### config.mk
export PLATFORM = sky130hd
export DESIGN_NAME = life_generation_stencil
export DESIGN_NICKNAME = d
export VERILOG_FILES = /design/src/rtl/lgs_pkg.sv /design/src/rtl/lgs_line_store.sv /design/src/rtl/life_generation_stencil.sv
export SDC_FILE = /design/constraint.sdc
export NUM_CORES = 1
export LEC_CHECK = 0
export CORE_ASPECT_RATIO = 0.7
export CORE_MARGIN = 5
export CORE_UTILIZATION = 64
export CTS_CLUSTER_SIZE = 40
export DETAILED_ROUTE_END_ITERATION = 10
export DONT_BUFFER_PORTS = 1
export PLACE_DENSITY = 0.8
export SYNTH_ARGS = -nofsm -noshare
export SYNTH_HDL_FRONTEND = slang
export SYNTH_HIERARCHICAL = 1
export SYNTH_SLANG_ARGS = --single-unit
export TNS_END_PERCENT = 20
### constraint.sdc
create_clock -name clk -period 8.15 [get_ports clk]
set_clock_uncertainty 0.15 [all_clocks]
set_input_delay 1.2225 -clock clk [delete_from_list [all_inputs] [get_ports clk]]
set_output_delay 1.2225 -clock clk [all_outputs]
set_load 0.03 [all_outputs]
### src/rtl/lgs_pkg.sv
package lgs_pkg;

    localparam int CFG_IDX_W  = 1;
    localparam int CFG_DATA_W = 9;
    localparam int COORD_W    = 8;
    localparam int GRID_RESET = 200;
    localparam int DIM_MIN    = 3;

    localparam logic [CFG_IDX_W-1:0] REG_GRID_WIDTH  = 1'b0;
    localparam logic [CFG_IDX_W-1:0] REG_GRID_HEIGHT = 1'b1;

    typedef struct packed {
        logic above;
        logic current;
    } lgs_lines_t;

    // column of the window: [0] top, [1] middle, [2] bottom
    typedef logic [2:0] lgs_col_t;

    function automatic logic [1:0] lgs_pop3(input lgs_col_t v);
        lgs_pop3 = {1'b0, v[0]} + {1'b0, v[1]} + {1'b0, v[2]};
    endfunction

    // B3/S23
    function automatic logic lgs_rule(input logic alive, input logic [3:0] count);
        if (alive)
        begin
            lgs_rule = (count == 4'd2) || (count == 4'd3);
        end
        else
        begin
            lgs_rule = (count == 4'd3);
        end
    endfunction

endpackage

### src/rtl/lgs_line_store.sv
module lgs_line_store
    import lgs_pkg::*;
#(
    parameter int DEPTH = 256
) (
    input  logic                     clk,
    input  logic                     rd_en,
    input  logic [$clog2(DEPTH)-1:0] rd_addr,
    output lgs_lines_t               rd_data,
    input  logic                     wr_en,
    input  logic [$clog2(DEPTH)-1:0] wr_addr,
    input  lgs_lines_t               wr_data
);

    lgs_lines_t mem [DEPTH];
    lgs_lines_t rd_data_reg;

    always_ff @(posedge clk)
    begin
        if (wr_en)
        begin
            mem[wr_addr] <= wr_data;
        end
    end

    always_ff @(posedge clk)
    begin
        if (rd_en)
        begin
            rd_data_reg <= mem[rd_addr];
        end
    end

    assign rd_data = rd_data_reg;

endmodule

### src/rtl/life_generation_stencil.sv
// Game of Life (B3/S23) generation stencil.
// Input channel (in_valid/in_stall): one cell per beat in raster order,
// grid_width x grid_height cells, then grid_width+1 more beats to drain.
// Output channel (out_valid/out_stall): next state of each cell in raster
// order with its row/column; last_cell marks the final cell, after which
// the stream restarts at cell (0,0).
// Config channel (cfg_valid/cfg_ready, always ready): index 0 grid_width,
// index 1 grid_height, clamped to 3..MAX. Any write restarts the stream.
// Throughput: one beat per cycle unless stalled. A cell's result follows,
// via the stencil stage and output register, the beat grid_width+1 beats
// behind it. Both line stores share one 2-bit wide RAM with a registered
// read; a beat reads its column on acceptance and writes it back from the
// stencil stage. Reset: dimensions return to 200x200, stream position and
// window clear, RAM contents are not cleared (never used before written).
// When out_stall holds a result, one more beat may be taken into the
// stencil stage; in_stall rises once that stage must emit and cannot.
module life_generation_stencil
    import lgs_pkg::*;
#(
    parameter int MAX_WIDTH  = 256,
    parameter int MAX_HEIGHT = 256
) (
    input  logic                  clk,
    input  logic                  rst_n,
    input  logic                  in_valid,
    output logic                  in_stall,
    input  logic                  cell_alive,
    input  logic                  flush,
    output logic                  out_valid,
    input  logic                  out_stall,
    output logic                  next_alive,
    output logic [COORD_W-1:0]    cell_row,
    output logic [COORD_W-1:0]    cell_col,
    output logic                  last_cell,
    input  logic                  cfg_valid,
    output logic                  cfg_ready,
    input  logic [CFG_IDX_W-1:0]  cfg_index,
    input  logic [CFG_DATA_W-1:0] cfg_data
);

    localparam int CW  = $clog2(MAX_WIDTH);
    localparam int WW  = $clog2(MAX_WIDTH + 1);
    localparam int HW  = $clog2(MAX_HEIGHT + 1);
    localparam int RW  = $clog2(MAX_HEIGHT + 2);
    localparam int CLW = (WW > CFG_DATA_W) ? WW : CFG_DATA_W;
    localparam int CLH = (HW > CFG_DATA_W) ? HW : CFG_DATA_W;
    localparam int XA  = (RW > WW) ? RW : WW;
    localparam int XW  = (XA > COORD_W) ? XA : COORD_W;
    localparam int W_RST = (MAX_WIDTH < GRID_RESET) ? MAX_WIDTH : GRID_RESET;
    localparam int H_RST = (MAX_HEIGHT < GRID_RESET) ? MAX_HEIGHT : GRID_RESET;

    logic [WW-1:0] w_reg, w_next;
    logic [HW-1:0] h_reg, h_next;
    logic [RW-1:0] row_reg, row_next;
    logic [CW-1:0] col_reg, col_next;

    logic              s1_valid_reg, s1_valid_next;
    logic              s1_bottom_reg, s1_top_ok_reg, s1_mid_ok_reg;
    logic              s1_emit_reg, s1_last_reg, s1_left_ok_reg, s1_right_ok_reg;
    logic [CW-1:0]     s1_addr_reg;
    logic [COORD_W-1:0] s1_row_reg, s1_col_reg;

    lgs_col_t win0_reg, win1_reg, win2_reg;
    lgs_col_t win0_next, win1_next, win2_next;

    logic               out_valid_reg, out_valid_next;
    logic               out_alive_reg, out_last_reg;
    logic [COORD_W-1:0] out_row_reg, out_col_reg;

    logic cfg_we, accept, s1_adv, out_free, out_load;
    logic emit0, bottom0, top_ok0, mid_ok0, last0;
    logic [XW-1:0] orow0, ocol0;
    logic [WW-1:0] col_inc;
    logic [CLW-1:0] cfg_w_ext;
    logic [CLH-1:0] cfg_h_ext;
    lgs_lines_t rd_lines, wr_lines;
    lgs_col_t   new_col;
    logic       top1, mid1;
    logic [3:0] count1;
    logic       alive1;

    assign cfg_ready = 1'b1;
    assign cfg_we    = cfg_valid && cfg_ready;
    assign accept    = in_valid && !in_stall;

    assign out_free = !out_valid_reg || !out_stall;
    assign s1_adv   = s1_valid_reg && (!s1_emit_reg || out_free);
    assign out_load = s1_adv && s1_emit_reg;
    assign in_stall = s1_valid_reg && !s1_adv;

    // configuration, clamped on write
    always_comb
    begin
        w_next    = w_reg;
        h_next    = h_reg;
        cfg_w_ext = CLW'(cfg_data);
        cfg_h_ext = CLH'(cfg_data);
        if (cfg_we)
        begin
            case (cfg_index)
                REG_GRID_WIDTH:
                begin
                    if (cfg_w_ext < CLW'(DIM_MIN))
                        w_next = WW'(DIM_MIN);
                    else if (cfg_w_ext > CLW'(MAX_WIDTH))
                        w_next = WW'(MAX_WIDTH);
                    else
                        w_next = WW'(cfg_w_ext);
                end
                REG_GRID_HEIGHT:
                begin
                    if (cfg_h_ext < CLH'(DIM_MIN))
                        h_next = HW'(DIM_MIN);
                    else if (cfg_h_ext > CLH'(MAX_HEIGHT))
                        h_next = HW'(MAX_HEIGHT);
                    else
                        h_next = HW'(cfg_h_ext);
                end
                default:
                begin
                    w_next = w_reg;
                end
            endcase
        end
    end

    // raster position of the incoming beat
    always_comb
    begin
        emit0   = (row_reg >= RW'(2)) || ((row_reg == RW'(1)) && (col_reg != '0));
        bottom0 = !flush && (row_reg < RW'(h_reg)) && cell_alive;
        top_ok0 = row_reg >= RW'(2);
        mid_ok0 = (row_reg != '0) && (row_reg <= RW'(h_reg));
        last0   = (row_reg == RW'(h_reg) + RW'(1)) && (col_reg == '0);
        col_inc = WW'(col_reg) + WW'(1);
        if (col_reg == '0)
        begin
            orow0 = XW'(row_reg) - XW'(2);
            ocol0 = XW'(w_reg) - XW'(1);
        end
        else
        begin
            orow0 = XW'(row_reg) - XW'(1);
            ocol0 = XW'(col_reg) - XW'(1);
        end

        row_next = row_reg;
        col_next = col_reg;
        if (cfg_we)
        begin
            row_next = '0;
            col_next = '0;
        end
        else if (accept)
        begin
            if (last0)
            begin
                row_next = '0;
                col_next = '0;
            end
            else if (col_inc >= w_reg)
            begin
                row_next = row_reg + RW'(1);
                col_next = '0;
            end
            else
            begin
                col_next = CW'(col_inc);
            end
        end
    end

    always_comb
    begin
        s1_valid_next = s1_valid_reg;
        if (cfg_we)
            s1_valid_next = 1'b0;
        else if (accept)
            s1_valid_next = 1'b1;
        else if (s1_adv)
            s1_valid_next = 1'b0;
    end

    lgs_line_store #(
        .DEPTH (MAX_WIDTH)
    ) u_lines (
        .clk     (clk),
        .rd_en   (accept),
        .rd_addr (col_reg),
        .rd_data (rd_lines),
        .wr_en   (s1_adv),
        .wr_addr (s1_addr_reg),
        .wr_data (wr_lines)
    );

    // stencil stage
    always_comb
    begin
        top1             = s1_top_ok_reg && rd_lines.above;
        mid1             = s1_mid_ok_reg && rd_lines.current;
        new_col          = {s1_bottom_reg, mid1, top1};
        wr_lines.above   = mid1;
        wr_lines.current = s1_bottom_reg;
        count1 = (s1_left_ok_reg ? {2'b00, lgs_pop3(win1_reg)} : 4'd0)
               + (s1_right_ok_reg ? {2'b00, lgs_pop3(new_col)} : 4'd0)
               + {3'b000, win2_reg[0]} + {3'b000, win2_reg[2]};
        alive1 = lgs_rule(win2_reg[1], count1);

        win0_next = win0_reg;
        win1_next = win1_reg;
        win2_next = win2_reg;
        if (cfg_we || (s1_adv && s1_last_reg))
        begin
            win0_next = '0;
            win1_next = '0;
            win2_next = '0;
        end
        else if (s1_adv)
        begin
            win0_next = win1_reg;
            win1_next = win2_reg;
            win2_next = new_col;
        end
    end

    always_comb
    begin
        out_valid_next = out_valid_reg;
        if (out_load)
            out_valid_next = 1'b1;
        else if (out_valid_reg && !out_stall)
            out_valid_next = 1'b0;
    end

    always_ff @(posedge clk or negedge rst_n)
    begin
        if (!rst_n)
        begin
            w_reg         <= WW'(W_RST);
            h_reg         <= HW'(H_RST);
            row_reg       <= '0;
            col_reg       <= '0;
            s1_valid_reg  <= 1'b0;
            win0_reg      <= '0;
            win1_reg      <= '0;
            win2_reg      <= '0;
            out_valid_reg <= 1'b0;
        end
        else
        begin
            w_reg         <= w_next;
            h_reg         <= h_next;
            row_reg       <= row_next;
            col_reg       <= col_next;
            s1_valid_reg  <= s1_valid_next;
            win0_reg      <= win0_next;
            win1_reg      <= win1_next;
            win2_reg      <= win2_next;
            out_valid_reg <= out_valid_next;
        end
    end

    always_ff @(posedge clk)
    begin
        if (accept)
        begin
            s1_bottom_reg   <= bottom0;
            s1_top_ok_reg   <= top_ok0;
            s1_mid_ok_reg   <= mid_ok0;
            s1_emit_reg     <= emit0;
            s1_last_reg     <= last0;
            s1_left_ok_reg  <= (col_reg != CW'(1));
            s1_right_ok_reg <= (col_reg != '0);
            s1_addr_reg     <= col_reg;
            s1_row_reg      <= orow0[COORD_W-1:0];
            s1_col_reg      <= ocol0[COORD_W-1:0];
        end
        if (out_load)
        begin
            out_alive_reg <= alive1;
            out_last_reg  <= s1_last_reg;
            out_row_reg   <= s1_row_reg;
            out_col_reg   <= s1_col_reg;
        end
    end

    assign out_valid  = out_valid_reg;
    assign next_alive = out_alive_reg;
    assign cell_row   = out_row_reg;
    assign cell_col   = out_col_reg;
    assign last_cell  = out_last_reg;

endmodule

# Word level (Yosys, flattened, before mapping)
# Memories as Yosys holds them, arrays and structs flattened. A register that Yosys moved wholly into a read port is not among the register bits.
# Cells that the tools add are included.
[word_totals]
reg_bits = 92
latchBits = 0
ram_bits = 512
romBits = 0
output_inout_bits = 21
memories = 1
[mem_list]
columns = ["memory", "depth", "width", "read_ports", "rd_ports_with_merged_regs", "wr", "line", "rtl"]
rows = [
  ["u_lines.mem", 256, 2, 1, 1, 1, "lgs_line_store.sv:15", "lgs_lines_t mem [DEPTH];"],
]
[op_classes]
n_addsub = 14
mul = 0
n_div = 0
n_lt_le_gt_ge = 6
n_eq_ne = 5
shifts = 0
n_mux = 26
bitwise_logic = 1
n_reduce_logical = 35
[ops]
columns = ["cell", "n"]
rows = [
  ["9-bit 2-to-1 mux", 6],
  ["8-bit 2-to-1 mux", 6],
  ["8-bit by 1-bit subtractor with 8-bit output (second input constant)", 3],
  ["9-bit by 1-bit adder with 9-bit output (second input constant)", 2],
  ["1-bit logical AND", 13],
  ["3-bit 2-to-1 mux", 4],
  ["8-bit by 1-bit adder with 9-bit output (second input constant)", 1],
  ["9-bit by 1-bit equality test with 1-bit output (second input constant)", 1],
  ["9-bit equality test", 1],
  ["9-bit by 2-bit greater-or-equal comparator with 1-bit output (second input constant)", 1],
  ["9-bit greater-or-equal comparator", 1],
  ["9-bit greater-than comparator (second input constant)", 1],
  ["9-bit less-or-equal comparator", 1],
  ["9-bit by 2-bit < comparator with 1-bit output (second input constant)", 1],
  ["9-bit < comparator", 1],
  ["9-bit nonzero test", 1],
  ["4-bit by 2-bit equality test with 1-bit output (second input constant)", 2],
  ["8-bit logical NOT", 1],
  ["1-bit 2-to-1 mux", 8],
  ["8-bit by 1-bit inequality test with 1-bit output (second input constant)", 1],
  ["8-bit nonzero test", 1],
  ["8-bit by 2-bit subtractor with 8-bit output (second input constant)", 1],
  ["1-bit logical NOT", 6],
  ["2-bit AND reduction", 3],
  ["other kinds (10)", 20],
]

# Longest topological paths before layout
# Gate-level depths: netlist (run 1).
[depth]
word_depth = 10
depth_mapped = 13

# Modules after synthesis
# The synthesis (run 1) kept the hierarchy.
[by_module_without_submodules]
columns = ["module", "n_inst", "cells_each", "area_each_um2", "seq_area_each_um2"]
rows = [
  ["lgs_line_store", 1, 1242, 21401.8, 15434.8],
  ["life_generation_stencil", 1, 501, 5138.7, 2555.0],
]

# Worst setup path after synthesis (run 1)
# OpenSTA, ideal clock, no wires.
[synth_path]
path_type = "register to register"
from = "register s1_bottom_reg"
to = "register out_alive_reg (netlist: next_alive) (data pin)"
arrival_ns = 5.700
t_required_ns = 7.744
setup_slack_ns = 2.044
stages_incl_launch_ff = 10
path_buffers = 0
cell_sequence = "edfxtp_1 inv_1 fa_1 nor2b_1 fa_1 ha_1 fa_1 nand3_1 o21ai_0 o211a_1"
[synth_via]
elab_chain_len = 8
word_cells_on_any_way = 9
classes_between = "add/sub: 4; eq/ne: 2; mux: 2; reduce/logical: 1"
[synth_lines]
columns = ["element", "line", "rtl"]
rows = [
  ["from (decl)", "life_generation_stencil.sv:58", "logic s1_bottom_reg, s1_top_ok_reg, s1_mid_ok_reg;"],
  ["from (signal assigned)", "life_generation_stencil.sv:267", "s1_bottom_reg <= bottom0;"],
  ["2-bit by 1-bit adder with 2-bit output (*)", "lgs_pkg.sv:21", "lgs_pop3 = {1'b0, v[0]} + {1'b0, v[1]} + {1'b0, v[2]};"],
  ["2-bit 2-to-1 mux (*)", "life_generation_stencil.sv:205", "+ (s1_right_ok_reg ? {2'b00, lgs_pop3(new_col)} : 4'd0)"],
  ["2-bit by 2-bit adder with 3-bit output (*)", "life_generation_stencil.sv:205", ""],
  ["3-bit by 1-bit adder with 4-bit output (*)", "life_generation_stencil.sv:206", "+ {3'b000, win2_reg[0]} + {3'b000, win2_reg[2]};"],
  ["4-bit by 1-bit adder with 4-bit output (*)", "life_generation_stencil.sv:206", ""],
  ["4-bit by 2-bit equality test with 1-bit output (on tied branches)", "lgs_pkg.sv:28, lgs_pkg.sv:32", ""],
  ["1-bit logical OR", "lgs_pkg.sv:28", "lgs_rule = (count == 4'd2) || (count == 4'd3);"],
  ["1-bit 2-to-1 mux (*)", "lgs_pkg.sv:26", "if (alive)"],
  ["named net alive1", "life_generation_stencil.sv:80", "logic alive1;"],
  ["to (signal assigned)", "life_generation_stencil.sv:280", "out_alive_reg <= alive1;"],
  ["to (decl)", "life_generation_stencil.sv:67", "logic out_alive_reg, out_last_reg;"],
]
# Mark *: on every way through the listed nets, which the timed path passes. The rest lies on a longest branch.
# A chain may end at the register's enable or synchronous reset.

# Worst setup path in the final report (run 1)
[layout_path]
from = "register col_reg[1]"
to = "register row_reg[8]"
[layout_via]
elab_chain_len = 5
word_cells_on_any_way = 9
classes_between = "add/sub: 1; order compare: 1; mux: 3; reduce/logical: 4"
[layout_lines]
columns = ["element", "line", "rtl"]
rows = [
  ["from (decl)", "life_generation_stencil.sv:55", "logic [CW-1:0] col_reg, col_next;"],
  ["from (signal assigned)", "life_generation_stencil.sv:254", "col_reg <= col_next;"],
  ["branches (longest 5 deep; another with 8-bit by 1-bit adder with 9-bit output)", "--", ""],
  ["to (signal assigned)", "life_generation_stencil.sv:253", "row_reg <= row_next;"],
  ["to (decl)", "life_generation_stencil.sv:54", "logic [RW-1:0] row_reg, row_next;"],
]
# Parallel ways; which one is timed is not known. The select of a mux whose other input is x is not followed.

==> key figures, run 1 <==
Job
  – Max Cap Viol: 0

Synthesis
  – Post-synth EDFFs: 563
  – Post-synthesis mux area share: 11.9%
  – Synthesized area: 26500 um^2
  – Largest family of logic cells by synthesized area: multiplexers
  – Synth area leader: edfxtp_1
  – Post-Synthesis Net Count: 1798
  – Avg Cell Area, Syn: 15.2 um^2
  – Distinct cells, synth: 82
  – Number of synthesized register bits: 606
  – Yosys top cell area share: 63.7%
  – Seq/Total Area, Yosys: 67.8%
  – Post-synthesis adder-cell area fraction: 1.90%
  – Number of synthesis warnings: 6
  – Synth Area in Compound Gates: 5.31%
  – Commonest register cell after synthesis: edfxtp_1
  – Post-Synth XOR/XNOR Area: 1.05%
  – Post-Syn Instances: 1743
  – Top post-synthesis cells by area: edfxtp_1 (64%), mux4_2 (7.0%), nor2_1 (4.1%)
  – Ys async rst share: 7.10%
  – Count leader, synth: edfxtp_1
  – Synth cell count leaders: edfxtp_1 (563), nor2_1 (291), nand2_1 (83)
  – Simple-Gate Fraction of Synth Area: 8.69%

Drt
  – Final ANT Viol Nets: 0
  – First DRT Iteration DRCs: 2587
  – DRC: 0
  – DR WL/cell: 27.5 um
  – DRT Wirelength: 63100 um
  – Drt via density: 6.86
  – Routed via count: 15700
  – DRT Pass-1 Iters: 6

Global routing
  – GRT overflow: 0
  – Tot GR Track Use: 27.5%
  – First-pass GRT wire length: 94900 um
  – Largest net degree at the start of global routing: 257
  – Antenna violations before repair: 0
  – Vias in the first global route: 15000

Power
  – P per Cell Area: 253 nW/um^2
  – Worst vdd ir: 0.231 mV
  – Leakage: 9.25 nW

Clock network
  – CTS resizes: 0
  – Worst skew pair latency: 0.61 ns
  – Setup bufs post-CTS: 0
  – Hold-fix buffers at CTS: 0
  – Maximum clock insertion buffer count: 3
  – Clock Tree Root: clkbuf_16
  – Cts bufs inserted: 54
  – TritonCTS clock tree: built
  – Clock-pin slew on the worst setup and hold paths: 0.07 ns
  – CTS sink count: 606
  – H-tree depth: 2

Critical path
  – WP data required: 8.51 ns
  – Worst Setup SP: col_reg[1]
  – Reg2reg start: col_reg[1]
  – Max FO, Critical Path: 36
  – Startpoint type of the worst setup path: register
  – CP arrival: 4.98 ns
  – Crit path kind: reg -> reg
  – Critical Path End Type: register

Hold path
  – Min-delay worst type: in -> async

Layout
  – Top reg by flops: u_lines/mem
  – Final std cell area, no fill: 28600 um^2
  – Proportion of layout cells with a drive suffix above 1: 13.1%
  – # fillers: 2518
  – Max reg flops: 512
  – Reg area: 18000 um^2
  – N_diodes: 0
  – Post-route non-filler standard cell count: 2295
  – Layout Nets: 1761
  – P&R area growth vs syn: 7.94%
  – Multi-input gate area: 7670 um^2

Run status
  – Status: finished clean

Timing
  – Slew Limit Fails: 0
  – Fmax: 0.216 GHz
  – Hold Violations, Final: 0
  – Final Critical Period: 4.62 ns
  – RSZ-0062 raised after global routing: false
  – Worst rel slew slack: 11.2%
  – Final-report setup violation count: 0
  – Total Neg Setup Slack: 0 ns
  – Period utilization: 56.7%
  – WHS: 0.170 ns
  – Slew @ Worst Pin: 1.33 ns

Floorplanning
  – I/O Pins: 38
  – Die Area: 45700 um^2
  – Core area: 41000 um^2
  – Initial Util: 64.8%
  – Number of cell rows: 62
  – Die X: 253 um
  – Die Span Y: 180 um

Place
  – Port bufs: 0
  – Routability Congestion: 0.902
  – Placed insts: 2194
  – Post-DP HPWL: 38900 um
  – Post-placement cell area: 26700 um^2
## through the flow
stage               util [%]  setup WS, ns  power [mW]
floorplan                  -          2.04        4.37
global placement        65.2          3.68        4.53
detailed placement      65.2          3.57        4.55
CTS                     69.9          3.57        7.27
global route            69.9          3.27        7.50
finish                  69.9          3.53        7.26
## per-layer routing
metal / track usage (%) / part of all wire (%) / vias to the layer above
met1: 43.8 / 41 / 7964
met4: 6.67 / 2.5 / 0
met3: 7.17 / 13 / 135
li1: - / - / 6598
met2: 38.8 / 43 / 1041
met5: 0 / 0 / -
## cell families after synthesis
kind of cell	after synthesis
buffers and inverters	162
AND/OR/NAND/NOR	522
multiplexers	179
AO/OA/AOI/OAI	205
other	1
adder cells (fa/ha/maj)	38
flip-flops	606
XOR/XNOR	30
## layout make-up
cell class / instances / area share [%]
clock buffer: 67 / 5.14
clock inverter: 34 / 1.62
sequential: 606 / 62.8
multi-input combinational: 975 / 26.8
tap: 544 / 2.38
inverter: 47 / 0.633
timing repair buffer: 22 / 0.664
## layout by cell type, fill, tap and decap left out, drive strengths merged, types with 11 or more instances in the layout
| cell type | instances |
|---|---|
| a211oi | 11 |
| a21oi | 39 |
| buf | 22 |
| bufinv | 11 |
| clkbuf | 67 |
| clkinv | 23 |
| dfrtp | 37 |
| edfxtp | 563 |
| ha | 34 |
| inv | 47 |
| mux2 | 14 |
| mux2i | 63 |
| mux4 | 102 |
| nand2 | 83 |
| nand2b | 13 |
| nand3 | 41 |
| nand4 | 19 |
| nor2 | 291 |
| nor2b | 16 |
| nor3 | 14 |
| o21ai | 60 |
| o221ai | 16 |
| xnor2 | 23 |
## where the power goes
part | internal, mW | leakage (nW) | total [mW] | switching [mW]
sequential | 3.52 | 5.69 | 3.61 | 0.0954
clock | 1.63 | 0.957 | 2.75 | 1.12
combinational | 0.363 | 2.61 | 0.893 | 0.530
total | 5.51 | 9.25 | 7.26 | 1.75
## worst max-delay path, stage by stage (launching register included)
cell      delay, ns
dfrtp_2        0.91
buf_4          0.61
inv_1          0.14
ha_1           0.36
ha_1           0.29
a2111o_1       0.12
a311oi_1       0.08
nor3_1         1.00
nand4_1        0.25
or4_1          0.52
o21ai_1        0.09
## final timing paths
path,depth (start not counted),slack [ns],end
max,10,3.53,row_reg[8]
min,0,0.17,win1_reg[0]
max reg2reg,10,3.53,row_reg[8]
min reg2reg,0,0.27,cell_col[3]
max in group asynchronous,0,7.48,w_reg[3]
min in group clk,0,0.27,cell_col[3]
(Power assumes the default switching activity.)
==> run 2, diff against run 1 <==
CORE_UTILIZATION = 57   (was 64)
PLACE_DENSITY = 0.75   (was 0.8)
clock period = 3.78 ns   (was 8.15 ns; I/O delays follow)
==> key figures, run 2 (synthesis results as in run 1) <==
Layout
  – # fillers: 3275
  – Most frequent cells in the layout: edfxtp_1 (563), nor2_1 (291), nand2_1 (83)
  – Top reg by flops: u_lines/mem
  – Proportion of layout cells with a drive suffix above 1: 14.2%
  – N_diodes: 0
  – P&R area growth vs syn: 9.11%
  – Final std cell area, no fill: 29000 um^2
  – Max reg flops: 512
  – Post-route non-filler standard cell count: 2401
  – Commonest non-fill, non-tap cell in the layout: edfxtp_1
  – Layout Nets: 1801

Place
  – Placed insts: 2290
  – Routability Congestion: 0.872
  – Post-DP HPWL: 38900 um
  – Post-placement cell area: 27100 um^2
  – Port bufs: 0
  – Setup slack at placement: 0.140 ns

Critical path
  – Reg2reg start: col_reg[0]
  – Startpoint type of the worst setup path: register
  – Crit path kind: reg -> reg
  – Worst Setup SP: col_reg[0]
  – Max FO, Critical Path: 9
  – WP data required: 4.15 ns
  – Worst R2R Setup Slack: 0.15 ns
  – CP arrival: 4.01 ns
  – Critical Path End Type: register

Floorplanning
  – Die Area: 51000 um^2
  – Die Span Y: 191 um
  – Die X: 268 um
  – Number of cell rows: 66
  – I/O Pins: 38
  – Core area: 46200 um^2
  – Initial Util: 57.4%

Drt
  – DRT Pass-1 Iters: 8
  – DRC: 0
  – DR WL/cell: 26.2 um
  – Routed via count: 15700
  – Drt via density: 6.52
  – Final ANT Viol Nets: 0
  – DRT Wirelength: 62800 um
  – First DRT Iteration DRCs: 2170

Clock network
  – Cts bufs inserted: 54
  – H-tree depth: 2
  – CTS sink count: 606
  – Maximum clock insertion buffer count: 3
  – Clock Tree Root: clkbuf_16
  – TritonCTS clock tree: built
  – Worst skew pair latency: 0.60 ns
  – Clock-pin slew on the worst setup and hold paths: 0.07 ns

Timing
  – WHS: 0.0114 ns
  – Worst rel slew slack: 30.7%
  – Hold Violations, Final: 0
  – Period utilization: 96.1%
  – RSZ-0062 raised after global routing: false
  – Fmax: 0.275 GHz
  – Slew Limit Fails: 0
  – Final Critical Period: 3.63 ns
  – Final-report setup violation count: 0
  – Slew @ Worst Pin: 1.04 ns
  – Final setup margin: 0.148 ns

Run status
  – Status: finished clean

Job
  – Max Cap Viol: 0

Global routing
  – First-pass GRT wire length: 94500 um
  – Largest net degree at the start of global routing: 257
  – Antenna violations before repair: 1
  – Vias in the first global route: 15300
  – Tot GR Track Use: 24.6%
  – GRT overflow: 0

Power
  – Design Power: 15.3 mW
  – Worst vdd ir: 0.520 mV
  – Leakage: 9.35 nW
  – P per Cell Area: 528 nW/um^2

Hold path
  – Min-delay worst type: in -> reg
  – Hold path start: cfg_data[4]
-- run 2: changes by cell type in the layout (fill, tap and decap cells not counted), sizes merged, moves of 3 or more --
| cell | change |
|---|---|
| dlygate4sd3 | +10 |
| bufinv | -6 |
| clkbuf | +5 |
| buf | +30 |
| clkinv | -3 |
-- run 2: report_power, final --
group	total, mW	leakage (nW)	switching (mW)	internal, mW
sequential	7.70	5.69	0.122	7.58
combinational	2.11	2.80	1.28	0.831
clock	5.49	0.861	2.41	3.08
total	15.3	9.35	3.81	11.5
-- run 2: timing repair --
| action | 4_1_cts | 5_1_grt |
|---|---|---|
| buffers inserted | 0 | 1 |
| endpoints found under the hold margin | 62 | 0 |
| setup endpoints to repair | 0 | 9 |
| resized for setup | 0 | 1 |
| hold buffers | 11 | 0 |
-- run 2: final cells by class --
cell class,count,area (um^2),area share (%)
Multi-Input combinational cell,975,7680,26.5
Tap cell,612,766,2.64
Clock inverter,27,279,0.964
Sequential cell,606,18000,62.2
Timing Repair Buffer,62,586,2.02
Inverter,47,181,0.627
Clock buffer,72,1470,5.08
-- run 2: critical path: stages, from the launching register on --
cell and delay (ns):
dfrtp_4 0.50, ha_1 0.26, and3_1 0.23, nand3_1 0.19
xnor2_1 0.18, ha_1 0.31, a21o_1 0.19, a211o_1 0.31
a311oi_1 0.22, nor3_1 0.13, or3b_1 0.41, or4_1 0.41
o21ai_1 0.08
-- run 2: per-stage QoR --
| step | TNS, ns | util (%) |
|---|---|---|
| global route | 0 | 62.6 |
| finish | 0 | 62.6 |
| CTS | 0 | 62.6 |
| detailed placement | 0 | 58.5 |
| global placement | 0 | 58.5 |
| floorplan | -190.85 | - |
-- run 2: per-layer routing --
metal	global-route usage (%)	wire length, um	up-vias	share of wire (%)
met1	38.3	26300	7923	42
met3	8.35	8700	114	14
met5	0	13	-	0.021
li1	-	-	6685	-
met4	5.17	1250	2	2.0
met2	34.4	26600	937	42
-- run 2: worst paths after layout --
| check | to | cells after the start |
|---|---|---|
| min | h_reg[4] | 2 |
| max | col_reg[5] | 12 |
| max in group asynchronous | h_reg[6] | 2 |
| max reg2reg | col_reg[5] | 12 |
| min reg2reg | cell_row[5] | 0 |
| min in group asynchronous | w_reg[4] | 2 |
